$ cat src/rtl/core/fbc_pkg.sv
`timescale 1ns / 1ps

package fbc_pkg;

    // Widths of the address, the residue count and the record count.
    localparam int ADDR_W = 32;
    localparam int LEN_W  = 16;
    localparam int KEPT_W = 32;

    // Number of result slots one input byte can fill.
    localparam int NUM_SLOTS = 6;

    // Slot positions, in delivery order.
    localparam int SLOT_DROP_PEND = 0;
    localparam int SLOT_WRITE     = 1;
    localparam int SLOT_HEADER    = 2;
    localparam int SLOT_SEQUENCE  = 3;
    localparam int SLOT_DROP_FIN  = 4;
    localparam int SLOT_DONE      = 5;

    // Special characters of the FASTA text.
    localparam logic [7:0] CH_HEADER  = 8'h3E;
    localparam logic [7:0] CH_NEWLINE = 8'h0A;
    localparam logic [7:0] CH_STAR    = 8'h2A;

    // Configuration register indexes.
    localparam logic CFG_START_ADDRESS = 1'b0;
    localparam logic CFG_MIN_LENGTH    = 1'b1;

    typedef enum logic [2:0] {
        EV_WRITE    = 3'd0,
        EV_HEADER   = 3'd1,
        EV_SEQUENCE = 3'd2,
        EV_DROP     = 3'd3,
        EV_DONE     = 3'd4
    } t_event_kind;

    // All results caused by one input byte, held as fixed slots.
    typedef struct packed {
        logic [NUM_SLOTS-1:0]             mask;
        logic [7:0]                       data;
        logic [NUM_SLOTS-1:0][ADDR_W-1:0] addr;
        logic [NUM_SLOTS-1:0][KEPT_W-1:0] kept;
    } t_bundle;

    // Event kind carried by each slot.
    function automatic t_event_kind slot_kind(input logic [2:0] slot);
        t_event_kind kind;
        case (slot)
            3'd0:    kind = EV_DROP;
            3'd1:    kind = EV_WRITE;
            3'd2:    kind = EV_HEADER;
            3'd3:    kind = EV_SEQUENCE;
            3'd4:    kind = EV_DROP;
            3'd5:    kind = EV_DONE;
            default: kind = EV_WRITE;
        endcase
        return kind;
    endfunction

endpackage

$ cat src/rtl/core/fbc_front.sv
`timescale 1ns / 1ps

module fbc_front (
    input  logic                           i_clk,
    input  logic                           i_rst_n,
    input  logic                           i_cfg_wr_en,
    input  logic                           i_cfg_index,
    input  logic [fbc_pkg::ADDR_W-1:0]     i_cfg_data,
    input  logic                           i_valid,
    input  logic [7:0]                     i_byte,
    input  logic                           i_final,
    input  logic                           i_queue_full,
    output logic                           o_ready,
    output logic                           o_push,
    output fbc_pkg::t_bundle               o_bundle
);

    logic [fbc_pkg::ADDR_W-1:0] r_start, n_start;
    logic [fbc_pkg::LEN_W-1:0]  r_min_len, n_min_len;
    logic [fbc_pkg::ADDR_W-1:0] r_wp, n_wp;
    logic                       r_in_hdr, n_in_hdr;
    logic                       r_in_seq, n_in_seq;
    logic [fbc_pkg::LEN_W-1:0]  r_res_cnt, n_res_cnt;
    logic [fbc_pkg::ADDR_W-1:0] r_hdr_start, n_hdr_start;
    logic                       r_rec_open, n_rec_open;
    logic [fbc_pkg::KEPT_W-1:0] r_rec_total, n_rec_total;
    logic                       r_nl_pend, n_nl_pend;

    logic accept;

    assign o_ready = !i_queue_full;
    assign accept  = i_valid && !i_queue_full;
    assign o_push  = accept;

    // Parse one byte: work out every result it causes and the next state.
    always_comb begin
        logic [fbc_pkg::ADDR_W-1:0] wp1;
        logic [fbc_pkg::KEPT_W-1:0] rt1;
        logic                       ro1, ih1, is1;
        logic                       is_hdr, is_nl, is_star;
        logic                       drop_fin;

        n_start     = r_start;
        n_min_len   = r_min_len;
        n_wp        = r_wp;
        n_in_hdr    = r_in_hdr;
        n_in_seq    = r_in_seq;
        n_res_cnt   = r_res_cnt;
        n_hdr_start = r_hdr_start;
        n_rec_open  = r_rec_open;
        n_rec_total = r_rec_total;
        n_nl_pend   = r_nl_pend;
        o_bundle    = '0;

        is_hdr  = (i_byte == fbc_pkg::CH_HEADER);
        is_nl   = (i_byte == fbc_pkg::CH_NEWLINE);
        is_star = (i_byte == fbc_pkg::CH_STAR);

        wp1 = r_wp;
        rt1 = r_rec_total;
        ro1 = r_rec_open;
        ih1 = r_in_hdr;
        is1 = r_in_seq;

        // A pending sequence line break is kept only when a header follows.
        if (r_nl_pend && is_hdr) begin
            if (r_rec_open && (r_res_cnt < r_min_len)) begin
                wp1 = r_hdr_start;
                rt1 = r_rec_total - 1'b1;
                ro1 = 1'b0;
                ih1 = 1'b0;
                is1 = 1'b0;
                o_bundle.mask[fbc_pkg::SLOT_DROP_PEND] = 1'b1;
                o_bundle.addr[fbc_pkg::SLOT_DROP_PEND] = r_hdr_start;
                o_bundle.kept[fbc_pkg::SLOT_DROP_PEND] = rt1;
            end else begin
                wp1 = r_wp + 1'b1;
            end
        end

        // The byte itself is always written.
        o_bundle.data                      = i_byte;
        o_bundle.mask[fbc_pkg::SLOT_WRITE] = 1'b1;
        o_bundle.addr[fbc_pkg::SLOT_WRITE] = wp1;
        o_bundle.kept[fbc_pkg::SLOT_WRITE] = rt1;

        n_wp        = wp1;
        n_rec_total = rt1;
        n_rec_open  = ro1;
        n_in_hdr    = ih1;
        n_in_seq    = is1;
        n_nl_pend   = 1'b0;

        // Classify the byte.
        if (is_hdr) begin
            n_hdr_start = wp1;
            n_rec_open  = 1'b1;
            n_in_hdr    = 1'b1;
            n_in_seq    = 1'b0;
            n_res_cnt   = '0;
            n_rec_total = rt1 + 1'b1;
            n_wp        = wp1 + 1'b1;
            o_bundle.mask[fbc_pkg::SLOT_HEADER] = 1'b1;
            o_bundle.addr[fbc_pkg::SLOT_HEADER] = wp1;
            o_bundle.kept[fbc_pkg::SLOT_HEADER] = rt1;
        end else if (is_nl) begin
            if (ih1 && !i_final) begin
                n_in_hdr = 1'b0;
                n_in_seq = 1'b1;
                n_wp     = wp1 + 1'b1;
                o_bundle.mask[fbc_pkg::SLOT_SEQUENCE] = 1'b1;
                o_bundle.addr[fbc_pkg::SLOT_SEQUENCE] = wp1 + 1'b1;
                o_bundle.kept[fbc_pkg::SLOT_SEQUENCE] = rt1;
            end else if (is1 && !i_final) begin
                n_nl_pend = 1'b1;
            end else begin
                n_wp = wp1 + 1'b1;
            end
        end else if (is_star) begin
            if (!is1) begin
                n_wp = wp1 + 1'b1;
            end
        end else begin
            if (is1 && (r_res_cnt != '1)) begin
                n_res_cnt = r_res_cnt + 1'b1;
            end
            n_wp = wp1 + 1'b1;
        end

        // The final byte closes the block and may drop the open record.
        if (i_final) begin
            drop_fin = n_rec_open && (n_res_cnt < r_min_len);
            if (drop_fin) begin
                n_wp        = n_hdr_start;
                n_rec_total = n_rec_total - 1'b1;
                o_bundle.mask[fbc_pkg::SLOT_DROP_FIN] = 1'b1;
                o_bundle.addr[fbc_pkg::SLOT_DROP_FIN] = n_hdr_start;
                o_bundle.kept[fbc_pkg::SLOT_DROP_FIN] = n_rec_total;
            end
            o_bundle.mask[fbc_pkg::SLOT_DONE] = 1'b1;
            o_bundle.addr[fbc_pkg::SLOT_DONE] = n_wp - 1'b1;
            o_bundle.kept[fbc_pkg::SLOT_DONE] = n_rec_total;

            n_wp        = r_start;
            n_in_hdr    = 1'b0;
            n_in_seq    = 1'b0;
            n_res_cnt   = '0;
            n_hdr_start = '0;
            n_rec_open  = 1'b0;
            n_rec_total = '0;
            n_nl_pend   = 1'b0;
        end

        // Without an accepted byte the parse state holds.
        if (!accept) begin
            n_wp        = r_wp;
            n_in_hdr    = r_in_hdr;
            n_in_seq    = r_in_seq;
            n_res_cnt   = r_res_cnt;
            n_hdr_start = r_hdr_start;
            n_rec_open  = r_rec_open;
            n_rec_total = r_rec_total;
            n_nl_pend   = r_nl_pend;
        end

        // Register writes; the start address also moves the write pointer.
        if (i_cfg_wr_en) begin
            case (i_cfg_index)
                fbc_pkg::CFG_START_ADDRESS: begin
                    n_start = i_cfg_data;
                    n_wp    = i_cfg_data;
                end
                fbc_pkg::CFG_MIN_LENGTH: begin
                    n_min_len = i_cfg_data[fbc_pkg::LEN_W-1:0];
                end
                default: begin
                    n_start = r_start;
                end
            endcase
        end
    end

    always_ff @(posedge i_clk) begin
        if (!i_rst_n) begin
            r_start     <= '0;
            r_min_len   <= fbc_pkg::LEN_W'(1);
            r_wp        <= '0;
            r_in_hdr    <= 1'b0;
            r_in_seq    <= 1'b0;
            r_res_cnt   <= '0;
            r_hdr_start <= '0;
            r_rec_open  <= 1'b0;
            r_rec_total <= '0;
            r_nl_pend   <= 1'b0;
        end else begin
            r_start     <= n_start;
            r_min_len   <= n_min_len;
            r_wp        <= n_wp;
            r_in_hdr    <= n_in_hdr;
            r_in_seq    <= n_in_seq;
            r_res_cnt   <= n_res_cnt;
            r_hdr_start <= n_hdr_start;
            r_rec_open  <= n_rec_open;
            r_rec_total <= n_rec_total;
            r_nl_pend   <= n_nl_pend;
        end
    end

endmodule

$ cat src/rtl/core/fbc_queue.sv
`timescale 1ns / 1ps

module fbc_queue (
    input  logic             i_clk,
    input  logic             i_rst_n,
    input  logic             i_push,
    input  fbc_pkg::t_bundle i_push_data,
    input  logic             i_pop,
    output logic             o_full,
    output logic             o_head_valid,
    output fbc_pkg::t_bundle o_head
);

    fbc_pkg::t_bundle r_entry [2];
    logic             r_wr_ptr, n_wr_ptr;
    logic             r_rd_ptr, n_rd_ptr;
    logic [1:0]       r_count, n_count;
    logic             do_pop;

    assign o_full       = (r_count == 2'd2);
    assign o_head_valid = (r_count != 2'd0);
    assign o_head       = r_entry[r_rd_ptr];
    assign do_pop       = i_pop && o_head_valid;

    // Pointer and occupancy update.
    always_comb begin
        n_wr_ptr = r_wr_ptr;
        n_rd_ptr = r_rd_ptr;
        n_count  = r_count;
        if (i_push) begin
            n_wr_ptr = !r_wr_ptr;
        end
        if (do_pop) begin
            n_rd_ptr = !r_rd_ptr;
        end
        if (i_push && !do_pop) begin
            n_count = r_count + 2'd1;
        end else if (!i_push && do_pop) begin
            n_count = r_count - 2'd1;
        end
    end

    always_ff @(posedge i_clk) begin
        if (!i_rst_n) begin
            r_wr_ptr <= 1'b0;
            r_rd_ptr <= 1'b0;
            r_count  <= 2'd0;
        end else begin
            r_wr_ptr <= n_wr_ptr;
            r_rd_ptr <= n_rd_ptr;
            r_count  <= n_count;
        end
    end

    // Entry storage needs no reset.
    always_ff @(posedge i_clk) begin
        if (i_push) begin
            r_entry[r_wr_ptr] <= i_push_data;
        end
    end

endmodule

$ cat src/rtl/core/fbc_back.sv
`timescale 1ns / 1ps

module fbc_back (
    input  logic                       i_clk,
    input  logic                       i_rst_n,
    input  logic                       i_head_valid,
    input  fbc_pkg::t_bundle           i_head,
    output logic                       o_pop,
    output logic                       o_valid,
    input  logic                       i_ready,
    output fbc_pkg::t_event_kind       o_kind,
    output logic [fbc_pkg::ADDR_W-1:0] o_addr,
    output logic [7:0]                 o_data,
    output logic [fbc_pkg::KEPT_W-1:0] o_kept,
    output logic                       o_last
);

    logic [fbc_pkg::NUM_SLOTS-1:0] r_done, n_done;
    logic                          r_valid, n_valid;
    fbc_pkg::t_event_kind          r_kind, n_kind;
    logic [fbc_pkg::ADDR_W-1:0]    r_addr, n_addr;
    logic [7:0]                    r_data, n_data;
    logic [fbc_pkg::KEPT_W-1:0]    r_kept, n_kept;
    logic                          r_last, n_last;

    logic [fbc_pkg::NUM_SLOTS-1:0] remain;
    logic [fbc_pkg::NUM_SLOTS-1:0] sel;
    logic [2:0]                    sel_idx;
    logic                          load;
    logic                          is_last;

    assign remain  = i_head.mask & ~r_done;
    assign load    = i_head_valid && (!r_valid || i_ready);
    assign is_last = ((remain & ~sel) == '0);
    assign o_pop   = load && is_last;

    // Pick the earliest slot not yet delivered.
    always_comb begin
        sel     = '0;
        sel_idx = '0;
        for (int k = fbc_pkg::NUM_SLOTS - 1; k >= 0; k--) begin
            if (remain[k]) begin
                sel     = '0;
                sel[k]  = 1'b1;
                sel_idx = 3'(k);
            end
        end
    end

    // Output register and delivered-slot tracking.
    always_comb begin
        n_done  = r_done;
        n_valid = r_valid;
        n_kind  = r_kind;
        n_addr  = r_addr;
        n_data  = r_data;
        n_kept  = r_kept;
        n_last  = r_last;
        if (r_valid && i_ready) begin
            n_valid = 1'b0;
        end
        if (load) begin
            n_valid = 1'b1;
            n_kind  = fbc_pkg::slot_kind(sel_idx);
            n_addr  = i_head.addr[sel_idx];
            n_data  = (sel_idx == 3'(fbc_pkg::SLOT_WRITE)) ? i_head.data : 8'd0;
            n_kept  = i_head.kept[sel_idx];
            n_last  = is_last;
            n_done  = is_last ? '0 : (r_done | sel);
        end
    end

    always_ff @(posedge i_clk) begin
        if (!i_rst_n) begin
            r_done  <= '0;
            r_valid <= 1'b0;
        end else begin
            r_done  <= n_done;
            r_valid <= n_valid;
        end
    end

    always_ff @(posedge i_clk) begin
        r_kind <= n_kind;
        r_addr <= n_addr;
        r_data <= n_data;
        r_kept <= n_kept;
        r_last <= n_last;
    end

    assign o_valid = r_valid;
    assign o_kind  = r_kind;
    assign o_addr  = r_addr;
    assign o_data  = r_data;
    assign o_kept  = r_kept;
    assign o_last  = r_last;

endmodule

$ cat src/rtl/core/fasta_block_compactor.sv
`timescale 1ns / 1ps

// FASTA block compactor.
// The slave stream takes one text byte per request, with tlast marking the
// final byte of a block. For each byte the master stream gives one to five
// results, each where it applies: a record drop, the byte write, header start,
// sequence start, record drop and block done; tlast marks the byte's last result.
// The configuration port sets the start address (which also loads the write
// pointer) and the minimum record length; write it only while the block is idle.
// A byte's result bundle is registered in the queue, and each of its results
// then in the output register. The parser takes one byte per cycle while the
// queue is not full; the output register gives one result per cycle while the
// receiver is ready, so plain bytes flow at one per cycle when nothing stalls.
// A two-entry queue of per-byte result bundles sits between parser and output;
// when the receiver stalls, the output holds, the queue fills and s_tready falls.
// Reset clears the parse state, sets the start address and write pointer to
// zero and the minimum length to one.
module fasta_block_compactor (
    input  logic        i_clk,
    input  logic        i_rst_n,
    // Configuration writes
    input  logic        i_cfg_wr_en,
    input  logic        i_cfg_index,
    input  logic [31:0] i_cfg_data,
    // Input stream
    input  logic        i_s_tvalid,
    output logic        o_s_tready,
    input  logic [7:0]  i_s_tdata,    // [7:0] text_byte
    input  logic        i_s_tlast,    // final_byte
    // Output stream
    output logic        o_m_tvalid,
    input  logic        i_m_tready,
    output logic [71:0] o_m_tdata,    // [31:0] address, [39:32] data_byte,
                                      // [71:40] kept_records
    output logic [2:0]  o_m_tuser,    // [2:0] event_kind
    output logic        o_m_tlast     // last_event
);

    logic                       push;
    fbc_pkg::t_bundle           push_data;
    logic                       queue_full;
    logic                       head_valid;
    fbc_pkg::t_bundle           head;
    logic                       pop;
    fbc_pkg::t_event_kind       out_kind;
    logic [fbc_pkg::ADDR_W-1:0] out_addr;
    logic [7:0]                 out_data;
    logic [fbc_pkg::KEPT_W-1:0] out_kept;

    fbc_front u_front (
        .i_clk        (i_clk),
        .i_rst_n      (i_rst_n),
        .i_cfg_wr_en  (i_cfg_wr_en),
        .i_cfg_index  (i_cfg_index),
        .i_cfg_data   (i_cfg_data),
        .i_valid      (i_s_tvalid),
        .i_byte       (i_s_tdata),
        .i_final      (i_s_tlast),
        .i_queue_full (queue_full),
        .o_ready      (o_s_tready),
        .o_push       (push),
        .o_bundle     (push_data)
    );

    fbc_queue u_queue (
        .i_clk        (i_clk),
        .i_rst_n      (i_rst_n),
        .i_push       (push),
        .i_push_data  (push_data),
        .i_pop        (pop),
        .o_full       (queue_full),
        .o_head_valid (head_valid),
        .o_head       (head)
    );

    fbc_back u_back (
        .i_clk        (i_clk),
        .i_rst_n      (i_rst_n),
        .i_head_valid (head_valid),
        .i_head       (head),
        .o_pop        (pop),
        .o_valid      (o_m_tvalid),
        .i_ready      (i_m_tready),
        .o_kind       (out_kind),
        .o_addr       (out_addr),
        .o_data       (out_data),
        .o_kept       (out_kept),
        .o_last       (o_m_tlast)
    );

    // Pack the result fields onto the master stream.
    assign o_m_tdata = {out_kept, out_data, out_addr};
    assign o_m_tuser = out_kind;

endmodule

$ cat config.mk
export PLATFORM = sky130hd
export DESIGN_NAME = fasta_block_compactor
export DESIGN_NICKNAME = d
export VERILOG_FILES = /design/src/rtl/core/fbc_pkg.sv /design/src/rtl/core/fbc_front.sv /design/src/rtl/core/fbc_queue.sv /design/src/rtl/core/fbc_back.sv /design/src/rtl/core/fasta_block_compactor.sv
export SDC_FILE = /design/constraint.sdc
export NUM_CORES = 2
export LEC_CHECK = 0
export ABC_CLOCK_PERIOD_IN_PS = 23900
export BUFFER_PORTS_ARGS = -buffer_cell sky130_fd_sc_hd__buf_2
export CELL_PAD_IN_SITES_DETAIL_PLACEMENT = 1
export CELL_PAD_IN_SITES_GLOBAL_PLACEMENT = 1
export CORE_ASPECT_RATIO = 0.6
export CORE_MARGIN = 10
export CORE_UTILIZATION = 41
export CTS_CLUSTER_SIZE = 20
export DETAILED_ROUTE_END_ITERATION = 8
export PLACE_DENSITY = 0.68
export SYNTH_ARGS = -nofsm -noshare
export SYNTH_HDL_FRONTEND = slang
export SYNTH_HIERARCHICAL = 1
export SYNTH_SLANG_ARGS = --single-unit
$ cat constraint.sdc
create_clock -name i_clk -period 23.9 [get_ports i_clk]
set_input_delay 2.39 -clock i_clk [delete_from_list [all_inputs] [get_ports i_clk]]
set_output_delay 2.39 -clock i_clk [all_outputs]
set_load 0.05 [all_outputs]
==> impl_results.md <==
* DR DRC count at 0
* CP Data Required Time at 24.38 ns
* Mapped Cells at 4,577
* Syn Nets at 4,665
* Chip height at 299 microns
* Worst Path Arrival at 11.10 ns
* Violated checks: max-capacitance violations, max-slew violations
* Achievable Freq at 94.2 MHz
* Main synth FF type: edfxtp_1
* Vias in the first global route at 39,100
* YS warnings at 6
* DR vias/cell at 6.21
* Via count at 39,700
* GRT overflow at 0
* CTS Sinks at 1,048
* CP Launch Point: i_s_tdata[5]
* Final hold slack at 0.459 ns
* Period utilisation layout at 44.4%
* CP endpoint kind: flip-flop
* Most common cell after layout, fill and taps aside: edfxtp_1
* CP Launch Type: input port
* Largest net degree at the start of global routing at 124
* Commonest cells after routing, fill and taps aside: edfxtp_1, nor2_1, nand2_1
* Area Growth Syn to Fin at 10.2%
* IO buf count at 124
* Slew of the pin with the lowest slew margin at 1.52 ns
* Final hold violation count at 0
* # resized after CTS at 0
* Total CTS buffers at 103
* FILL cells at 13,600
* Register-to-Register Path Depth at 30
* Async SR Flop Fraction at 0%
* Top cell type by total area after synthesis: edfxtp_1
* Setup violations, final at 0
* Cell mode on critical path: nor2_1
* Drt first pass iters at 8
* Io pins at 125
* Register area at 0.0297 sq mm
* H-tree Lvls at 3
* Deepest clock path buffer count at 3
* Yosys reg bits at 1,048
* Clk pin slew, worst setup/hold paths at 0.06 ns
* Area contributors post-synth: edfxtp_1, mux2_4, dfxtp_1
* Largest fanout on the critical path at 41
* R2r endpoint: u_queue/r_entry[0][375]$_DFFE_PP_
* CTS tree: done
* GRT Overall Usage at 25.6%
* Hold Path Origin: u_front/r_min_len[10]$_SDFFE_PN0P_
* Share of the synthesized area in the top cell type at 49.1%
* Number of max-slew violations in the final report at 5
* Post-synth EDFFs at 872
* Post-CTS Hold Buffers at 0
* Avg Synthesized Cell Area at 11.6 sq um
* Root Buffer: clkbuf_16
* Worst min path class: reg2reg
* VDD IR max at 0.0674 mV
* Row cnt at 102
* CP max stage cell: nor4_1
* Initial antenna violation count at 7
* Drt wl/cell at 30.3 microns
* First-pass GRT wire length at 279 mm
* Syn Std Cell Area at 0.0533 sq mm
* Post-DP HPWL at 129 mm
* Full die area at 0.145 sq mm
* Tmin final at 10.61 ns
* MaxCap Viol Count at 1
* Final net count at 4,674
* Area of the multi-input gates at 0.0217 sq mm
* Iteration-0 DRC Markers at 5,232
* Static leakage at 20.8 nW
* Status: complete, but fails checks
* Setup Skew at 0.0658 ns
* Final ANT Viol Nets at 0
* Reg-to-reg startpoint: u_front/r_min_len[15]$_SDFFE_PN0P_
* Unrepaired setup endpoints after global routing: no
* Distinct cells, synth at 104
* Crit-path max cell delay at 0.96 ns
* Final WL at 193 mm
* Max transition margin at -1.92%
* # Post-CTS Setup Buffers at 0
* Layout cell share with drive strength beyond 1 at 18.6%
* Die X at 485 microns
* Pwr/cell area at 96.5 mW/mm^2
* Initial Utilization at 41.3%
* GPL Wtd Cong at 0.988
* Crit path capture: u_queue/r_entry[0][375]$_DFFE_PP_
* Setup TNS at 0 ns
* Post-synthesis sequential area ratio at 55.7%
* Placeable Area at 0.129 sq mm
* Critical path class: in2reg
* Clock latency on the worst-skew pair at 0.77 ns
* Flop2flop setup slack at 14.43 ns
[cells in the mapped netlist, types with 94 or more instances]
| master | number |
|---|---|
| mux2_4 | 300 |
| nand3_1 | 216 |
| and2_1 | 94 |
| xnor2_1 | 143 |
| nand2_1 | 395 |
| nor2_1 | 454 |
| edfxtp_1 | 872 |
| clkbuf_1 | 206 |
| dfxtp_1 | 176 |
| a21oi_1 | 186 |
| mux2_2 | 106 |
| o21ai_0 | 212 |
[cell type report]
| cell class | instances | area share, % |
|---|---|---|
| Antenna cell | 3 | 0.0128 |
| Multi-Input combinational cell | 3102 | 36.9 |
| Tap cell | 1716 | 3.65 |
| Timing Repair Buffer | 239 | 2.55 |
| Clock inverter | 41 | 0.943 |
| Inverter | 92 | 0.603 |
| Clock buffer | 151 | 4.78 |
| Sequential cell | 1048 | 50.6 |
[state kept, by name, summed over array words and instances, names as in the netlist, 6 cells and up, named ones only]
register,cells
u_back/o_addr,32
u_back/o_data,8
u_back/o_kept,32
u_back/r_done,6
u_front/r_hdr_start,32
u_front/r_min_len,16
u_front/r_rec_total,32
u_front/r_res_cnt,16
u_front/r_start,32
u_front/r_wp,32
u_queue/r_entry,796
[how the worst min path moves through the flow]
stage	slack, ns	end	depth (start not counted)
4_1_cts	0.46	u_front/r_start[31]$_SDFFE_PN0P_	2
6_report	0.46	u_front/r_min_len[10]$_SDFFE_PN0P_	2
3_5_place_dp	0.45	u_front/r_start[31]$_SDFFE_PN0P_	2
5_1_grt	0.48	u_front/r_start[15]$_SDFFE_PN0P_	2
3_3_place_gp	0.44	u_front/r_start[17]$_SDFFE_PN0P_	2
2_1_floorplan	0.43	u_front/r_start[3]$_SDFFE_PN0P_	2
[metal layers]
layer  global-route usage (%)  wire length (microns)
met4                     4.63                   3440
met3                     9.85                  24300
met1                     39.3                  90900
met2                     33.7                  74700
met5                        0                     27
[cells by family (layout without fill, tap and decap cells)]
group           count (synthesis)  after routing  share of synthesized area [%]
xor+xnor                      219            219                           3.61
flops                        1048           1048                           55.7
mux                           443            443                           11.4
fa+ha+maj                      42             42                          0.981
other cells                     1              4                        0.00704
simple gates                 1545           1545                           13.9
buf+inv                       427            523                           3.89
compound gates                852            852                           10.5
[power by group]
| part | switching, mW | leakage (nW) | total (mW) | internal (mW) |
|---|---|---|---|---|
| sequential | 0.0958 | 9.84 | 2.42 | 2.33 |
| clock | 0.745 | 1.60 | 1.66 | 0.910 |
| combinational | 1.13 | 9.35 | 1.59 | 0.466 |
| total | 1.97 | 20.8 | 5.67 | 3.70 |
[critical path, delay by kind of cell]
family / cells / cell delay (ns)
and+or+nand+nor: 13 / 4.51
AOI/OAI and AO/OA: 10 / 2.28
buffers and inverters: 4 / 1.35
adders and majority gates: 1 / 0.28
xor gates and xnor gates: 1 / 0.20
[stage by stage]
| step | worst slack, ns | power (mW) | util (%) | std cells | area, sq um |
|---|---|---|---|---|---|
| floorplan | 2.09 | 3.62 | - | 4577 | 53300 |
| CTS | 13.65 | 5.69 | 45.5 | 6389 | 58700 |
| finish | 13.29 | 5.67 | 45.5 | 6392 | 58800 |
| global route | 12.71 | 5.89 | 45.5 | 6389 | 58700 |
| detailed placement | 12.91 | 4.04 | 42.9 | 6197 | 55400 |
| global placement | 13.07 | 4.01 | 42.9 | 6197 | 55400 |
Power figures use the tool's default switching activity.
